--- src/hdl/b64enc_pkg.sv ---
// Shared types, constants and the character mapping for the Base64 stream encoder.
// Used by every module in hdl; depends on nothing else.
package b64enc_pkg;

	typedef enum logic [1:0] {
		MODE_STD  = 2'd0,
		MODE_URL  = 2'd1,
		MODE_IMAP = 2'd2,
		MODE_RSVD = 2'd3
	} mode_t;

	typedef enum logic [1:0] {
		PH_0 = 2'd0,
		PH_1 = 2'd1,
		PH_2 = 2'd2,
		PH_3 = 2'd3
	} phase_t;

	localparam logic [7:0] CHAR_PAD   = 8'h3D;
	localparam logic [7:0] CHAR_UC_A  = 8'h41;
	localparam logic [7:0] CHAR_LC_A  = 8'h61;
	localparam logic [7:0] CHAR_ZERO  = 8'h30;
	localparam logic [7:0] CHAR_PLUS  = 8'h2B;
	localparam logic [7:0] CHAR_SLASH = 8'h2F;
	localparam logic [7:0] CHAR_DASH  = 8'h2D;
	localparam logic [7:0] CHAR_UNDER = 8'h5F;
	localparam logic [7:0] CHAR_COMMA = 8'h2C;

	localparam logic [5:0] IDX_LC_BASE  = 6'd26;
	localparam logic [5:0] IDX_DIG_BASE = 6'd52;
	localparam logic [5:0] IDX_62       = 6'd62;
	localparam logic [5:0] IDX_63       = 6'd63;

	// One classified input byte: up to four output characters.
	typedef struct packed {
		logic            last;    // final character of the job ends the message
		logic [1:0]      cnt_m1;  // number of characters minus one
		logic [3:0]      pad;     // slot is a pad character
		logic [3:0][5:0] idx;     // alphabet index per slot
	} job_t;

	function automatic logic [7:0] encode_index(input logic [5:0] idx, input mode_t mode);
		logic [7:0] ch;
		if (idx < IDX_LC_BASE) begin
			ch = CHAR_UC_A + {2'b00, idx};
		end else if (idx < IDX_DIG_BASE) begin
			ch = CHAR_LC_A + {2'b00, idx - IDX_LC_BASE};
		end else if (idx < IDX_62) begin
			ch = CHAR_ZERO + {2'b00, idx - IDX_DIG_BASE};
		end else if (idx == IDX_62) begin
			ch = (mode == MODE_URL) ? CHAR_DASH : CHAR_PLUS;
		end else begin
			unique case (mode)
				MODE_STD: ch = CHAR_SLASH;
				MODE_URL: ch = CHAR_UNDER;
				default:  ch = CHAR_COMMA;
			endcase
		end
		return ch;
	endfunction

endpackage

--- src/hdl/base64_stream_encoder.sv ---
// Base64 stream encoder: one raw byte goes in per beat and ASCII Base64 characters come
// out one per beat, in order. A byte in triplet position 0 or 1 yields one character, a
// byte in position 2 yields two, and the last byte of a message flushes the partial
// character and its '=' padding, so a final byte yields up to four. The input side takes
// a byte every cycle while the two-entry job queue has room; the output register delivers
// at most one character per cycle and holds each character until it is popped. The first
// character of a byte passes through the job queue, the back end's job register and the
// output register. The alphabet register is taken on any cfg beat and should only change
// while the encoder is idle.
module base64_stream_encoder (
	input  logic       clk,
	input  logic       arst_n,
	input  logic       push,
	output logic       full,
	input  logic [7:0] data_byte,
	input  logic       last_byte,
	input  logic       pop,
	output logic       empty,
	output logic [7:0] out_char,
	output logic       last_char,
	input  logic       cfg_valid,
	output logic       cfg_ready,
	input  logic [1:0] cfg_data
);

	b64enc_pkg::mode_t mode_q;
	b64enc_pkg::job_t  wr_job;
	b64enc_pkg::job_t  rd_job;
	logic              job_wr;
	logic              q_full;
	logic              q_empty;
	logic              q_rd;
	logic              in_beat;

	assign cfg_ready = 1'b1;
	assign full      = q_full;
	assign in_beat   = push && !q_full;

	always_ff @(posedge clk or negedge arst_n) begin
		if (!arst_n) begin
			mode_q <= b64enc_pkg::MODE_STD;
		end else if (cfg_valid && cfg_ready) begin
			mode_q <= b64enc_pkg::mode_t'(cfg_data);
		end
	end

	b64enc_front u_front (
		.clk       (clk),
		.arst_n    (arst_n),
		.in_valid  (in_beat),
		.data_byte (data_byte),
		.last_byte (last_byte),
		.job_wr    (job_wr),
		.job       (wr_job)
	);

	b64enc_job_q u_job_q (
		.clk    (clk),
		.arst_n (arst_n),
		.wr_en  (job_wr),
		.wr_job (wr_job),
		.full   (q_full),
		.rd_en  (q_rd),
		.rd_job (rd_job),
		.empty  (q_empty)
	);

	b64enc_back u_back (
		.clk       (clk),
		.arst_n    (arst_n),
		.mode      (mode_q),
		.q_empty   (q_empty),
		.q_job     (rd_job),
		.q_rd      (q_rd),
		.pop       (pop),
		.empty     (empty),
		.out_char  (out_char),
		.last_char (last_char)
	);

endmodule

--- src/hdl/b64enc_front.sv ---
// Front end: takes raw bytes, tracks the triplet phase and carry bits, and
// classifies each byte into a job of up to four character slots. Uses b64enc_pkg.
module b64enc_front (
	input  logic                clk,
	input  logic                arst_n,
	input  logic                in_valid,
	input  logic [7:0]          data_byte,
	input  logic                last_byte,
	output logic                job_wr,
	output b64enc_pkg::job_t    job
);

	b64enc_pkg::phase_t phase_q;
	logic [5:0]         left_q;
	b64enc_pkg::phase_t phase_nxt;
	logic [5:0]         left_nxt;

	always_comb begin
		job       = '0;
		job.last  = last_byte;
		phase_nxt = phase_q;
		left_nxt  = left_q;
		unique case (phase_q)
			b64enc_pkg::PH_1: begin
				job.idx[0] = left_q | {2'b00, data_byte[7:4]};
				left_nxt   = {data_byte[3:0], 2'b00};
				phase_nxt  = b64enc_pkg::PH_2;
				if (last_byte) begin
					job.idx[1] = left_nxt;
					job.pad[2] = 1'b1;
					job.cnt_m1 = 2'd2;
				end
			end
			b64enc_pkg::PH_2: begin
				job.idx[0] = left_q | {4'b0000, data_byte[7:6]};
				job.idx[1] = data_byte[5:0];
				job.cnt_m1 = 2'd1;
				left_nxt   = '0;
				phase_nxt  = b64enc_pkg::PH_0;
			end
			default: begin
				job.idx[0] = data_byte[7:2];
				left_nxt   = {data_byte[1:0], 4'b0000};
				phase_nxt  = b64enc_pkg::PH_1;
				if (last_byte) begin
					job.idx[1] = left_nxt;
					job.pad[2] = 1'b1;
					job.pad[3] = 1'b1;
					job.cnt_m1 = 2'd3;
				end
			end
		endcase
		if (last_byte) begin
			phase_nxt = b64enc_pkg::PH_0;
			left_nxt  = '0;
		end
	end

	assign job_wr = in_valid;

	always_ff @(posedge clk or negedge arst_n) begin
		if (!arst_n) begin
			phase_q <= b64enc_pkg::PH_0;
			left_q  <= '0;
		end else if (in_valid) begin
			phase_q <= phase_nxt;
			left_q  <= left_nxt;
		end
	end

endmodule

--- src/hdl/b64enc_job_q.sv ---
// Two-entry queue of classified jobs between the front and back ends.
// Uses b64enc_pkg for the job record.
module b64enc_job_q (
	input  logic             clk,
	input  logic             arst_n,
	input  logic             wr_en,
	input  b64enc_pkg::job_t wr_job,
	output logic             full,
	input  logic             rd_en,
	output b64enc_pkg::job_t rd_job,
	output logic             empty
);

	localparam int Depth = 2;

	b64enc_pkg::job_t mem_q [Depth];
	logic             wr_ptr_q;
	logic             rd_ptr_q;
	logic [1:0]       count_q;

	assign full   = (count_q == 2'(Depth));
	assign empty  = (count_q == 2'd0);
	assign rd_job = mem_q[rd_ptr_q];

	always_ff @(posedge clk) begin
		if (wr_en) begin
			mem_q[wr_ptr_q] <= wr_job;
		end
	end

	always_ff @(posedge clk or negedge arst_n) begin
		if (!arst_n) begin
			wr_ptr_q <= 1'b0;
			rd_ptr_q <= 1'b0;
			count_q  <= '0;
		end else begin
			if (wr_en) begin
				wr_ptr_q <= ~wr_ptr_q;
			end
			if (rd_en) begin
				rd_ptr_q <= ~rd_ptr_q;
			end
			if (wr_en && !rd_en) begin
				count_q <= count_q + 2'd1;
			end else if (rd_en && !wr_en) begin
				count_q <= count_q - 2'd1;
			end
		end
	end

endmodule

--- src/hdl/b64enc_back.sv ---
// Back end: walks the slots of each job, maps indexes to ASCII through the
// selected alphabet and holds one character in the output register. Uses b64enc_pkg.
module b64enc_back (
	input  logic             clk,
	input  logic             arst_n,
	input  b64enc_pkg::mode_t mode,
	input  logic             q_empty,
	input  b64enc_pkg::job_t q_job,
	output logic             q_rd,
	input  logic             pop,
	output logic             empty,
	output logic [7:0]       out_char,
	output logic             last_char
);

	b64enc_pkg::job_t job_q;
	logic             job_valid_q;
	logic [1:0]       slot_q;
	logic             out_valid_q;
	logic [7:0]       char_q;
	logic             last_q;

	logic out_taken;
	logic emit;
	logic final_slot;
	logic job_done;
	logic load;

	assign out_taken  = out_valid_q && pop;
	assign emit       = job_valid_q && (!out_valid_q || out_taken);
	assign final_slot = (slot_q == job_q.cnt_m1);
	assign job_done   = emit && final_slot;
	// A queued job loads when none is held or in the same cycle the previous one emits its final slot.
	assign load       = (!job_valid_q || job_done) && !q_empty;
	assign q_rd       = load;

	assign empty     = !out_valid_q;
	assign out_char  = char_q;
	assign last_char = last_q;

	always_ff @(posedge clk or negedge arst_n) begin
		if (!arst_n) begin
			job_valid_q <= 1'b0;
			slot_q      <= '0;
			out_valid_q <= 1'b0;
		end else begin
			if (load) begin
				job_valid_q <= 1'b1;
				slot_q      <= '0;
			end else if (job_done) begin
				job_valid_q <= 1'b0;
			end else if (emit) begin
				slot_q <= slot_q + 2'd1;
			end
			if (emit) begin
				out_valid_q <= 1'b1;
			end else if (out_taken) begin
				out_valid_q <= 1'b0;
			end
		end
	end

	always_ff @(posedge clk) begin
		if (load) begin
			job_q <= q_job;
		end
		if (emit) begin
			char_q <= job_q.pad[slot_q] ? b64enc_pkg::CHAR_PAD
			                            : b64enc_pkg::encode_index(job_q.idx[slot_q], mode);
			last_q <= job_q.last && final_slot;
		end
	end

endmodule

--- config.mk ---
export PLATFORM = sky130hd
export DESIGN_NAME = base64_stream_encoder
export DESIGN_NICKNAME = d
export VERILOG_FILES = /design/src/hdl/b64enc_pkg.sv /design/src/hdl/base64_stream_encoder.sv /design/src/hdl/b64enc_front.sv /design/src/hdl/b64enc_job_q.sv /design/src/hdl/b64enc_back.sv
export SDC_FILE = /design/constraint.sdc
export NUM_CORES = 1
export LEC_CHECK = 0
export ABC_AREA = 1
export BUFFER_PORTS_ARGS = -buffer_cell sky130_fd_sc_hd__buf_4
export CORE_AREA = 2 2 87 89
export CTS_BUF_LIST = sky130_fd_sc_hd__clkbuf_4 sky130_fd_sc_hd__clkbuf_8
export CTS_CLUSTER_DIAMETER = 40
export DETAILED_ROUTE_END_ITERATION = 8
export DIE_AREA = 0 0 89 91
export GPL_ROUTABILITY_DRIVEN = 0
export GPL_TIMING_DRIVEN = 0
export PLACE_DENSITY = 0.68
export REMOVE_ABC_BUFFERS = 1
export SETUP_SLACK_MARGIN = 0.05
export SYNTH_ARGS = -nofsm -noshare
export SYNTH_HDL_FRONTEND = slang
export SYNTH_SLANG_ARGS = --single-unit
--- constraint.sdc ---
create_clock -name clk -period 2.8 [get_ports clk]
set_input_delay 0.28 -clock clk [delete_from_list [all_inputs] [get_ports clk]]
set_output_delay 0.28 -clock clk [all_outputs]
set_load 0.1 [all_outputs]
==> results by group <==
Outcome
  – Run status: finished clean

Synth
  – Sequential area share after synthesis: 57.7%
  – Mux contribution to synthesized area: 0.295%
  – Synth Area in XOR/XNOR: 2.29%
  – Synth Area in Compound Gates: 7.74%
  – Simple-Gate Fraction of Synth Area: 21.2%
  – Most used DFF post-synth: edfxtp_1
  – Register bit total from synthesis: 76
  – Synth Instances: 389
  – Synth cell types: 42
  – Dominant cells by area after synthesis: edfxtp_1 47%, nand2_1 12%, dfrtp_1 10%, ha_1 4.6%, inv_1 4.0%
  – Synthesized cell area: 0.00382 mm²
  – Yosys warning count: 0
  – Synth Area in Adders: 4.59%
  – Post-synth EDFFs: 60
  – Largest family of logic cells by synthesized area: simple AND/OR/NAND/NOR gates
  – Largest area contributor in the netlist: edfxtp_1
  – Syn Area/Cell: 9.81 µm²
  – Synth async-reset ratio: 21.1%
  – Area share of the largest cell type after synthesis: 47.2%

Cells and area
  – Area grow syn2layout: 13.8%
  – # diodes: 0
  – NumNets Final: 452
  – Layout cell share with drive strength beyond 1: 17.3%

Clocking
  – CTS Buffer Depth: 2
  – CTS tree: yes
  – CTS sink cnt: 76
  – Clock latency on the worst-skew pair: 0.33 ns
  – Num CTS Buffers: 9
  – Setup Buffers After CTS: 0
  – CTS Root Cell: clkbuf_8
  – H-tree level count: 3
  – Reg clk slew, reported paths: 0.08 ns

Setup path
  – Crit path max fanout: 12
  – Worst R2R Setup Slack: 0.36 ns
  – Critical path class: reg -> reg
  – WP data required: 2.90 ns
  – Critical Path, Cell by Cell: inv_2, nor2_1, or3_4, inv_1, ha_1, inv_1, nand2_1, nand2_1, nand2_1, nand2_1, nand2_1, nand3_1, nand2_1, nand2_1
  – Worst path top cell family by delay: simple AND/OR/NAND/NOR gates
  – Worst r2r dst: u_back.out_char[5]
  – Crit start category: flop
  – Reg-to-reg critical path startpoint: u_back.slot_q[0]
  – Path depth of the worst reg2reg path: 14
  – Slowest CP cell: dfrtp_2
  – Critical Path Max Stage Delay: 0.51 ns
  – CP Capture Type: flop
  – CP dominant cell by count: nand2_1
  – Buf+Inv Stages, Crit Path: 3
  – Critical path data arrival time: 2.53 ns

GRT
  – First-pass GRT wire length: 11,400 µm
  – Total global routing overflow: 0
  – Largest net degree at the start of global routing: 19
  – Gr usage total: 18.4%
  – Initial antenna violation count: 0
  – Number of global-route vias before repair: 2,555

Drt
  – Final ANT Viol Nets: 0
  – Pre-Repair DR Iteration Count: 5
  – Post-Route WL: 6710 µm
  – Via count: 2,623
  – Detailed-route vias per instance: 4.99
  – Initial DRC count: 104
  – DRC Markers: 0
  – DR WL/cell: 12.8 µm

Die
  – Core Footprint: 0.00714 mm²
  – # rows: 31
  – Die height: 91 µm
  – Initial cell density of the core: 53.5%
  – Die Area: 0.00810 mm²
  – I/O pins: 28
  – Die Width: 89 µm

Timing
  – Slew HR: 40.4%
  – Final period util: 87.0%
  – Setup Skew: 0.00676 ns
  – RSZ-0062 raised after global routing: no
  – Fin crit period: 2.44 ns
  – Final Hold Vio Count: 0
  – Worst slew pin tran: 0.894 ns
  – TNS Setup: 0 ns
  – Setup violators final: 0
  – Slew Limit Fails: 0
  – Max Freq: 411 MHz

Placement
  – DP Wirelength: 4880 µm
  – PortBufs: 26

Hold path
  – Worst Hold Depth: 2
  – Destination of the worst hold path: u_back.out_valid_q
  – Hold Path Origin: pop
  – Worst hold path class: in -> reg

Run
  – Max-cap violation count: 0
## how the worst max path moves through the flow
stage | start | slack, ns | endpoint | cells past startpoint
global route | u_back.slot_q[0] | 0.13 | u_back.out_char[5] | 14
CTS | u_back.slot_q[0] | 0.13 | u_back.out_char[6] | 14
detailed placement | u_back.slot_q[0] | 0.15 | u_back.out_char[6] | 14
floorplan | u_back.slot_q[0] | 0.48 | u_back.out_char[6] | 14
global placement | u_back.slot_q[0] | 0.19 | u_back.out_char[6] | 14
finish | u_back.slot_q[0] | 0.36 | u_back.out_char[5] | 14
## through the flow
step           hold WS [ns]  instance area [µm²]  worst slack (ns)  instances  utilization (%)
2_1_floorplan       -0.0156                 3780             0.478        383                -
3_3_place_gp          0.155                 4100             0.192        508             57.5
3_5_place_dp          0.161                 4110             0.147        509             57.6
4_1_cts               0.122                 4340             0.132        526             60.8
5_1_grt               0.127                 4340             0.130        526             60.9
6_report              0.138                 4340             0.365        526             60.9
## metal layers
layer	vias up	wire length (µm)	share of wire, %	track usage (%)
li1	1352	-	-	-
met1	1192	2850	42	22.6
met2	66	3470	52	31.3
met3	13	250	3.7	3.55
met4	0	150	2.2	7.34
met5	-	0	0	0
## timing repair
action,in CTS,in global routing
hold buffers,1,0
hold endpoints to repair,16,0
resized for setup,0,3
endpoints found under the setup margin,0,8
## synth_stat cells (2+ instances only)
cell and n:
a21oi_1 12, o21ai_0 14, nor2_1 25, nand3_1 17, edfxtp_1 60, nand2_1 118, dfrtp_1 16, o22ai_1 6
nor2_2 4, ha_1 14, inv_4 3, nand3_2 2, clkinv_1 3, inv_1 41, o21ai_1 2, nand2_2 6
nand4_1 2, xor2_1 6, nor3_1 3, o21ai_2 3, xnor2_1 4, clkbuf_1 3, o32ai_1 4, inv_2 3
## cell usage in the layout (no fill, tap or decap), types with 5 or more instances in the layout
master,synthesis,final
buf_4,1,27
nor2_2,4,5
nand2_2,6,6
clkinv_1,3,5
edfxtp_1,60,60
o21ai_0,14,14
nor2_1,25,24
xor2_1,6,6
clkbuf_8,0,9
dfrtp_1,16,15
nand2_1,118,118
o22ai_1,6,6
inv_1,41,40
a21oi_1,12,12
ha_1,14,14
nand3_1,17,17
## kinds of logic after synthesis
logic type	Yosys count
compound gates	46
xor+xnor	10
fa+ha+maj	14
buf+inv	57
flops	76
mux	1
other cells	1
simple gates	184
## sequential cells by signal, summed over array words and instances (netlist names)
signal and cells:
u_job_q.mem_q 34, u_back.job_q 17, u_back.out_char 8, u_front.left_q 4
mode_q 2, u_back.slot_q 2, u_front.phase_q 2, u_job_q.count_q 2
u_back.job_valid_q 1, u_back.last_char 1, u_back.out_valid_q 1, u_job_q.rd_ptr_q 1
u_job_q.wr_ptr_q 1
## layout make-up
cell class	instances	area [µm²]
inverters	51	200
clock inverters	7	91.3
multi-input cells	256	1390
repair buffers	28	213
well taps	99	124
fillers	604	2790
clock buffers	9	124
flip-flops and latches	76	2200
Power is left out: the tool's default activity adds up to more than one toggle a clock period on the data nets, which glitch-free logic cannot reach.
